[config.mk]
export PLATFORM = sky130hd
export DESIGN_NAME = deadline_timer_queue_top
export DESIGN_NICKNAME = d
export VERILOG_FILES = /design/src/hw/rtl/dtq_pkg.sv /design/src/hw/rtl/deadline_timer_queue_top.sv
export SDC_FILE = /design/constraint.sdc
export NUM_CORES = 2
export LEC_CHECK = 0
export BUFFER_PORTS_ARGS = -buffer_cell sky130_fd_sc_hd__buf_2
export CAP_MARGIN = 10
export CORE_AREA = 8 8 671 508
export CTS_BUF_LIST = sky130_fd_sc_hd__clkbuf_2 sky130_fd_sc_hd__clkbuf_4 sky130_fd_sc_hd__clkbuf_8
export CTS_CLUSTER_DIAMETER = 30
export DETAILED_ROUTE_END_ITERATION = 8
export DIE_AREA = 0 0 679 516
export GPL_TIMING_DRIVEN = 0
export PLACE_DENSITY = 0.6
export SYNTH_ARGS = -nofsm -noshare
export SYNTH_HDL_FRONTEND = slang
export SYNTH_SLANG_ARGS = --single-unit
[constraint.sdc]
create_clock -name clk -period 16.2 [get_ports clk]
set_clock_uncertainty 0.15 [all_clocks]
set_input_delay 1.62 -clock clk [delete_from_list [all_inputs] [get_ports clk]]
set_output_delay 1.62 -clock clk [all_outputs]
set_load 0.05 [all_outputs]
[src/hw/rtl/dtq_pkg.sv]
package dtq_pkg;

	localparam int unsigned DefEntries = 16;
	localparam int unsigned MaxResults = 16;

	typedef enum logic [1:0] {
		ACT_ADD_ONE  = 2'd0,
		ACT_ADD_PER  = 2'd1,
		ACT_CANCEL   = 2'd2,
		ACT_TICK     = 2'd3
	} action_t;

	typedef enum logic [1:0] {
		KIND_ADDED   = 2'd0,
		KIND_FULL    = 2'd1,
		KIND_EXPIRED = 2'd2,
		KIND_UNUSED  = 2'd3
	} kind_t;

	typedef struct packed {
		logic [1:0]  action;
		logic [31:0] now;
		logic [31:0] delay;
		logic [31:0] cancel_id;
		logic [31:0] user_tag;
		logic        notify;
	} in_item_t;

	typedef struct packed {
		logic [1:0]  kind;
		logic [31:0] res_id;
		logic [31:0] tag_out;
		logic        notify_out;
		logic        last;
	} out_item_t;

	// Saturating unsigned add of two millisecond times.
	function automatic logic [31:0] sat_add(input logic [31:0] a, input logic [31:0] b);
		logic [32:0] s;
		s = {1'b0, a} + {1'b0, b};
		return s[32] ? 32'hFFFF_FFFF : s[31:0];
	endfunction

endpackage

[src/hw/rtl/deadline_timer_queue_top.sv]
// Deadline timer queue.
// The command channel (cmd_valid/cmd_ready/cmd_data) carries add, cancel and
// tick commands; the response channel (rsp_valid/rsp_ready/rsp_data) returns
// results. An add answers with one transaction holding the new id, or a
// refusal when every slot is busy. A cancel returns nothing. A tick returns one
// transaction per expired timer, in deadline order (ties oldest first), at most
// 16, with last set on the final one.
// Timer entries live in a synchronous memory with a registered read port.
// An add is answered from the valid bits without a scan: its result goes to
// the holding register and from there to the output register, and the next
// command is taken once it has moved on. A cancel scans all ENTRIES slots and
// keeps the input closed until the scan and its action are done. A tick scans
// the table again after each fired timer, save after the sixteenth.
// Reset clears all valid bits, the id counter to one and the insertion counter
// to zero; no clearing pass is needed.
// When the receiver stalls, the pending result waits in a holding register,
// a tick waits before firing its next timer, and no new command is taken until the current one is done.
module deadline_timer_queue_top #(
	parameter int unsigned ENTRIES = dtq_pkg::DefEntries
) (
	input  logic               clk,
	input  logic               arst_n,
	input  logic               cmd_valid,
	output logic               cmd_ready,
	input  dtq_pkg::in_item_t  cmd_data,
	output logic               rsp_valid,
	input  logic               rsp_ready,
	output dtq_pkg::out_item_t rsp_data
);
	import dtq_pkg::*;

	localparam int unsigned IW = (ENTRIES > 1) ? $clog2(ENTRIES) : 1;
	localparam int unsigned CW = $clog2(ENTRIES + 1);
	localparam int unsigned NW = $clog2(MaxResults + 1);

	typedef struct packed {
		logic [31:0] deadline;
		logic [31:0] period;
		logic [31:0] id;
		logic [31:0] tag;
		logic        notify;
		logic [31:0] order;
	} slot_t;

	typedef enum logic [2:0] {
		ST_IDLE,
		ST_SCAN,
		ST_ACT,
		ST_WRITE,
		ST_OUT
	} state_t;

	slot_t           mem [ENTRIES];
	slot_t           rd_s1;
	logic [ENTRIES-1:0] valid_q;
	logic [ENTRIES-1:0] fired_q;

	state_t          state_q;
	in_item_t        cmd_q;
	logic [31:0]     next_id_q;
	logic [31:0]     order_q;
	logic [CW-1:0]   addr_q;
	logic [IW-1:0]   rd_idx_s1;
	logic            rd_ok_s1;
	logic            best_ok_q;
	logic [IW-1:0]   best_idx_q;
	slot_t           best_q;
	logic [NW-1:0]   nfired_q;
	out_item_t       out_q;
	logic            out_valid_q;
	logic            pend_q;
	out_item_t       pend_data_q;

	logic            we;
	logic [IW-1:0]   wa;
	slot_t           wd;
	logic            out_load;

	// Candidate check of the slot just read.
	logic            cand;
	logic            earlier;
	logic            scan_done;

	always_comb begin
		earlier = (rd_s1.deadline < best_q.deadline) ||
			((rd_s1.deadline == best_q.deadline) &&
			 ((order_q - rd_s1.order) > (order_q - best_q.order)));
		cand = 1'b0;
		if (rd_ok_s1 && valid_q[rd_idx_s1]) begin
			if (cmd_q.action == ACT_CANCEL) begin
				cand = (rd_s1.id == cmd_q.cancel_id);
			end else begin
				cand = !fired_q[rd_idx_s1] && (rd_s1.deadline <= cmd_q.now);
			end
		end
		scan_done = (addr_q == CW'(ENTRIES)) && !rd_ok_s1;
	end

	// Lowest free slot, over valid bits held in flip-flops.
	logic            free_ok;
	logic [IW-1:0]   free_idx;
	always_comb begin
		free_ok = 1'b0;
		free_idx = '0;
		for (int i = ENTRIES - 1; i >= 0; i--) begin
			if (!valid_q[i]) begin
				free_ok = 1'b1;
				free_idx = IW'(i);
			end
		end
	end

	// Slot memory: one write and one registered read per cycle.
	always_ff @(posedge clk) begin
		if (we) begin
			mem[wa] <= wd;
		end
		rd_s1 <= mem[addr_q[IW-1:0]];
		rd_idx_s1 <= addr_q[IW-1:0];
	end

	// Write port contents for adds and re-arms.
	always_comb begin
		we = 1'b0;
		wa = best_idx_q;
		wd = best_q;
		if (state_q == ST_IDLE && cmd_valid && cmd_ready &&
		    (cmd_data.action == ACT_ADD_ONE || cmd_data.action == ACT_ADD_PER) && free_ok) begin
			we = 1'b1;
			wa = free_idx;
			wd.deadline = sat_add(cmd_data.now, cmd_data.delay);
			wd.period = (cmd_data.action == ACT_ADD_PER) ? cmd_data.delay : 32'd0;
			wd.id = next_id_q;
			wd.tag = cmd_data.user_tag;
			wd.notify = cmd_data.notify;
			wd.order = order_q;
		end else if (state_q == ST_WRITE && best_q.period != 32'd0) begin
			we = 1'b1;
			wd.deadline = sat_add(cmd_q.now, best_q.period);
			wd.order = order_q;
		end
	end

	assign cmd_ready = (state_q == ST_IDLE) && !pend_q;

	// The held result moves to the output register when that register is free.
	assign out_load = (state_q == ST_OUT || (state_q == ST_IDLE && pend_q)) &&
		(!out_valid_q || rsp_ready);

	// Controller: command capture, scans, and result output.
	always_ff @(posedge clk or negedge arst_n) begin
		if (!arst_n) begin
			state_q <= ST_IDLE;
			valid_q <= '0;
			fired_q <= '0;
			next_id_q <= 32'd1;
			order_q <= '0;
			addr_q <= '0;
			rd_ok_s1 <= 1'b0;
			best_ok_q <= 1'b0;
			nfired_q <= '0;
			out_valid_q <= 1'b0;
			pend_q <= 1'b0;
		end else begin
			if (out_load) begin
				out_valid_q <= 1'b1;
				out_q <= pend_data_q;
			end else if (rsp_ready) begin
				out_valid_q <= 1'b0;
			end
			rd_ok_s1 <= (state_q == ST_SCAN) && (addr_q != CW'(ENTRIES));
			case (state_q)
				ST_IDLE: begin
					if (cmd_valid && cmd_ready) begin
						cmd_q <= cmd_data;
						if (cmd_data.action == ACT_ADD_ONE || cmd_data.action == ACT_ADD_PER) begin
							pend_q <= 1'b1;
							if (free_ok) begin
								valid_q[free_idx] <= 1'b1;
								order_q <= order_q + 32'd1;
								next_id_q <= (next_id_q == 32'hFFFF_FFFF) ? 32'd1 :
									next_id_q + 32'd1;
								pend_data_q <= '{kind: KIND_ADDED, res_id: next_id_q,
									tag_out: 32'd0, notify_out: 1'b0, last: 1'b1};
							end else begin
								pend_data_q <= '{kind: KIND_FULL, res_id: 32'd0,
									tag_out: 32'd0, notify_out: 1'b0, last: 1'b1};
							end
						end else begin
							fired_q <= '0;
							nfired_q <= '0;
							addr_q <= '0;
							best_ok_q <= 1'b0;
							state_q <= ST_SCAN;
						end
					end else if (pend_q && out_load) begin
						// Add answers go from the holding register to the output register.
						pend_q <= 1'b0;
					end
				end
				ST_SCAN: begin
					if (addr_q != CW'(ENTRIES)) begin
						addr_q <= addr_q + CW'(1);
					end
					if (cand && (!best_ok_q || earlier)) begin
						best_ok_q <= 1'b1;
						best_idx_q <= rd_idx_s1;
						best_q <= rd_s1;
					end
					if (scan_done) begin
						state_q <= ST_ACT;
					end
				end
				ST_ACT: begin
					if (cmd_q.action == ACT_CANCEL) begin
						if (best_ok_q) begin
							valid_q[best_idx_q] <= 1'b0;
						end
						state_q <= ST_IDLE;
					end else if (!best_ok_q) begin
						// Nothing more due: mark the previous result as last.
						if (nfired_q != '0) begin
							pend_data_q.last <= 1'b1;
							state_q <= ST_OUT;
						end else begin
							state_q <= ST_IDLE;
						end
					end else if (nfired_q == '0) begin
						state_q <= ST_WRITE;
					end else begin
						state_q <= ST_OUT;
					end
				end
				ST_OUT: begin
					// Send the held result of the previous pick.
					if (out_load) begin
						if (pend_data_q.last) begin
							state_q <= ST_IDLE;
						end else begin
							state_q <= ST_WRITE;
						end
					end
				end
				ST_WRITE: begin
					fired_q[best_idx_q] <= 1'b1;
					if (best_q.period != 32'd0) begin
						order_q <= order_q + 32'd1;
					end else begin
						valid_q[best_idx_q] <= 1'b0;
					end
					pend_data_q <= '{kind: KIND_EXPIRED, res_id: best_q.id,
						tag_out: best_q.tag, notify_out: best_q.notify,
						last: (nfired_q == NW'(MaxResults - 1))};
					nfired_q <= nfired_q + NW'(1);
					if (nfired_q == NW'(MaxResults - 1)) begin
						state_q <= ST_OUT;
					end else begin
						addr_q <= '0;
						best_ok_q <= 1'b0;
						state_q <= ST_SCAN;
					end
				end
				default: state_q <= ST_IDLE;
			endcase
		end
	end

	assign rsp_valid = out_valid_q;
	assign rsp_data = out_q;

endmodule

==> results.sh <==
export IMPL_detailed_place_hpwl_mm=239
export IMPL_yosysSeqAreaShare=0.737
export IMPL_arrival_ns=8.49
export IMPL_finalHoldViolations=0
export IMPL_ioPinCount=205
export IMPL_grt_pass1_vias=70400
export IMPL_endpoint_kind="flip-flop"
export IMPL_drt_iter0_drc=7705
export IMPL_antenna_found_initial=16
export IMPL_fill_cells=27400
export IMPL_r2r_slack_ns=8.20
export IMPL_setup_tns_ns=0
export IMPL_drt_total_wl_mm=351
export IMPL_rows=183
export IMPL_firstDrtPassIters=6
export IMPL_cp_endpoint="best_q[28]$_DFFE_PP_"
export IMPL_clock_sinks=3221
export IMPL_slew_headroom=0.0373
export IMPL_htree_levels=6
export IMPL_finalCritPeriodShare=0.494
export IMPL_syn2layout_area_growth_pct=19.2
export IMPL_min_period_ns=8.00
export IMPL_slew_violations=0
export IMPL_fp_dieW_um=679
export IMPL_p_leak_nw=51.5
export IMPL_cts_path_max_buffers=4
export IMPL_rsz0062_at_grt="no"
export IMPL_r2r_start="order_q[0]$_DFFE_PN0P_"
export IMPL_hold_buffers=0
export IMPL_gr_total_overflow=0
export IMPL_grt_pass1_wl_mm=499
export IMPL_drc=0
export IMPL_yosysUniqueCellTypes=83
export IMPL_worst_slew_pin_slew_ns=1.44
export IMPL_maxClockFrequency_ghz=0.125
export IMPL_grt_use_total=0.195
export IMPL_p_per_area_nw_per_um2=170
export IMPL_crit_start="order_q[0]$_DFFE_PN0P_"
export IMPL_min_path_type="reg2reg"
export IMPL_root_buffer="clkbuf_8"
export IMPL_synthFlopType="edfxtp_1"
export IMPL_wl_met3_mm=26.9
export IMPL_critical_path_class="reg2reg"
export IMPL_numCtsBuffers=598
export IMPL_die_h_um=516
export IMPL_grt_max_degree=83
export IMPL_post_cts_repair_setup_buffers=0
export IMPL_yosys_warnings=0
export IMPL_initial_core_util=0.389
export IMPL_routedWlPerCell_um=28.0
export IMPL_peakVddDrop_v=0.0000815
export IMPL_setup_viol=0
export IMPL_layout_nets=8043
export IMPL_final_antenna_net_count=0
export IMPL_status="complete, no violations"
export IMPL_wl_met1_mm=145
export IMPL_async_reset_ff_frac=0.0351
export IMPL_synth_seq_cells=3221
export IMPL_met2_length_mm=166
export IMPL_cts_resized=0
export IMPL_cp_required_ns=16.70
export IMPL_clk_pin_slew_ns=0.06
export IMPL_vias=69000
export IMPL_gp_congestion=0.895
export IMPL_synth_cells=6612
export IMPL_drive_above_1_share=0.293
export IMPL_synth_edf_count=2943
export IMPL_numPortBuffers=204
export IMPL_dieArea_um2=350000
export IMPL_path_max_fanout=23
export IMPL_clock_latency_ns=1.05
export IMPL_worstReg2RegEnd="best_q[28]$_DFFE_PP_"
export IMPL_r2r_cells=26
export IMPL_highest_layer="met5"
export IMPL_start_kind="flip-flop"
export IMPL_syn_mean_instance_area_um2=19.4
export IMPL_totalPowerFinal_w=0.0260
export IMPL_synthesis_area_um2=128000
export IMPL_cap_violations=0
export IMPL_via_per_inst=5.51
export IMPL_core_um2=330000
export IMPL_syn_nets=6979
export IMPL_cts_tree="yes"
cells by family after synthesis:
kind of cell               synth area share
xor gates and xnor gates             0.0135
muxes                                 0.144
AOI/OAI and AO/OA                    0.0310
buffers and inverters                0.0136
and+or+nand+nor                      0.0378
DFF                                   0.737
adders and majority gates            0.0229
synth_stat cells (30+ instances only):
| cell | n | area share |
|---|---|---|
| o22ai_1 | 30 | 0.0015 |
| nor2_1 | 171 | 0.0050 |
| xor2_1 | 78 | 0.0053 |
| xnor2_1 | 119 | 0.0081 |
| mux4_2 | 815 | 0.14 |
| a21o_1 | 63 | 0.0037 |
| nor3_1 | 36 | 0.0014 |
| o21ai_0 | 186 | 0.0073 |
| dfrtp_1 | 112 | 0.022 |
| nand2_1 | 484 | 0.014 |
| edfxtp_1 | 2943 | 0.69 |
| nand4_1 | 48 | 0.0023 |
| buf_1 | 64 | 0.0019 |
| ha_1 | 228 | 0.022 |
| nand3_1 | 101 | 0.0039 |
| inv_1 | 188 | 0.0055 |
| dfxtp_1 | 165 | 0.026 |
| clkbuf_1 | 187 | 0.0055 |
| and3_1 | 61 | 0.0030 |
| a21oi_1 | 170 | 0.0066 |
critical path: stages, from the launching register on:
cell and delay, ns:
dfrtp_1 0.46, inv_1 0.18, ha_1 0.20, inv_1 0.06, fa_1 0.42, a211oi_1 0.34
o21ai_0 0.24, a21oi_1 0.35, o21ai_0 0.33, a41oi_1 0.44, a21oi_1 0.21, a211o_1 0.31
a21oi_1 0.18, xor2_1 0.09, ha_1 0.30, nand4_1 0.15, nor3_1 0.43, o21ai_0 0.18
buf_4 0.20, nor4_2 0.14, buf_4 0.21, o221a_2 0.31, o211ai_1 0.22, nor2_4 0.70
buf_12 0.28, buf_12 0.22, buf_12 0.24
cells in the final DEF (no fill, tap or decap), types with 112 or more instances in the layout:
master,Yosys,final
clkbuf_4,0,146
inv_1,188,188
buf_2,13,229
dfrtp_1,112,112
edfxtp_1,2943,2943
nor2_1,171,154
buf_12,0,125
nand2_1,484,484
a21oi_1,170,168
xnor2_1,119,119
clkbuf_1,187,175
dfxtp_1,165,165
clkbuf_8,0,637
o21ai_0,186,167
mux4_2,815,815
ha_1,228,228
through the flow:
step                utilization  setup slack [ns]  std cells  hold slack [ns]  cell area, um^2
floorplan                     -              4.41       6612            0.216           128000
global placement          0.408             -5.66      11200            0.240           135000
detailed placement        0.421              8.27      11400            0.239           139000
CTS                       0.462              8.15      12500            0.207           152000
global route              0.463              7.81      12500            0.233           153000
finish                    0.463              8.20      12500            0.213           153000
where the power goes:
part,switching (W),leakage (nW),total [W],internal [W]
sequential,0.000395,29.4,0.0107,0.0103
combinational,0.00392,15.3,0.00679,0.00287
clock,0.00353,6.77,0.00848,0.00495
total,0.00784,51.5,0.0260,0.0181
area by class of cell:
class | count | area, um^2 | area share
Inverter | 188 | 706 | 0.00462
Tap cell | 4347 | 5440 | 0.0356
Buffer | 267 | 1050 | 0.00689
Antenna cell | 13 | 32.5 | 0.000213
Clock buffer | 782 | 9850 | 0.0645
Multi-Input combinational cell | 2936 | 32100 | 0.210
Clock inverter | 308 | 3390 | 0.0222
Sequential cell | 3221 | 94500 | 0.619
Timing Repair Buffer | 464 | 5630 | 0.0368
sequential cells by signal, summed over array words and instances, names as in the netlist, 3 cells and up:
name,count
addr_q,5
best_idx_q,4
best_q,161
cmd_q,66
fired_q,16
mem,2576
next_id_q,32
nfired_q,5
order_q,32
pend_data_q,68
rd_idx_s1,4
rd_s1,161
rsp_data,68
state_q,3
valid_q,16
worst min-delay path by stage:
stage,depth (start not counted),endpoint,startpoint
floorplan,0,rd_idx_s1[3]$_DFF_P_,addr_q[3]$_DFFE_PN0P_
global route,0,rd_idx_s1[0]$_DFF_P_,addr_q[0]$_DFFE_PN0P_
CTS,0,rd_idx_s1[0]$_DFF_P_,addr_q[0]$_DFFE_PN0P_
finish,0,rd_idx_s1[0]$_DFF_P_,addr_q[0]$_DFFE_PN0P_
detailed placement,0,best_q[116]$_DFFE_PP_,rd_s1[116]$_DFF_P_
global placement,0,best_q[55]$_DFFE_PP_,rd_s1[55]$_DFF_P_
per-layer routing:
layer  up-vias  track usage
met5         -            0
met4         6       0.0713
met3       567       0.0337
met2      2976        0.315
met1     36300        0.269
li1      29100            -
No activity file was read; power rests on OpenSTA's default activity.
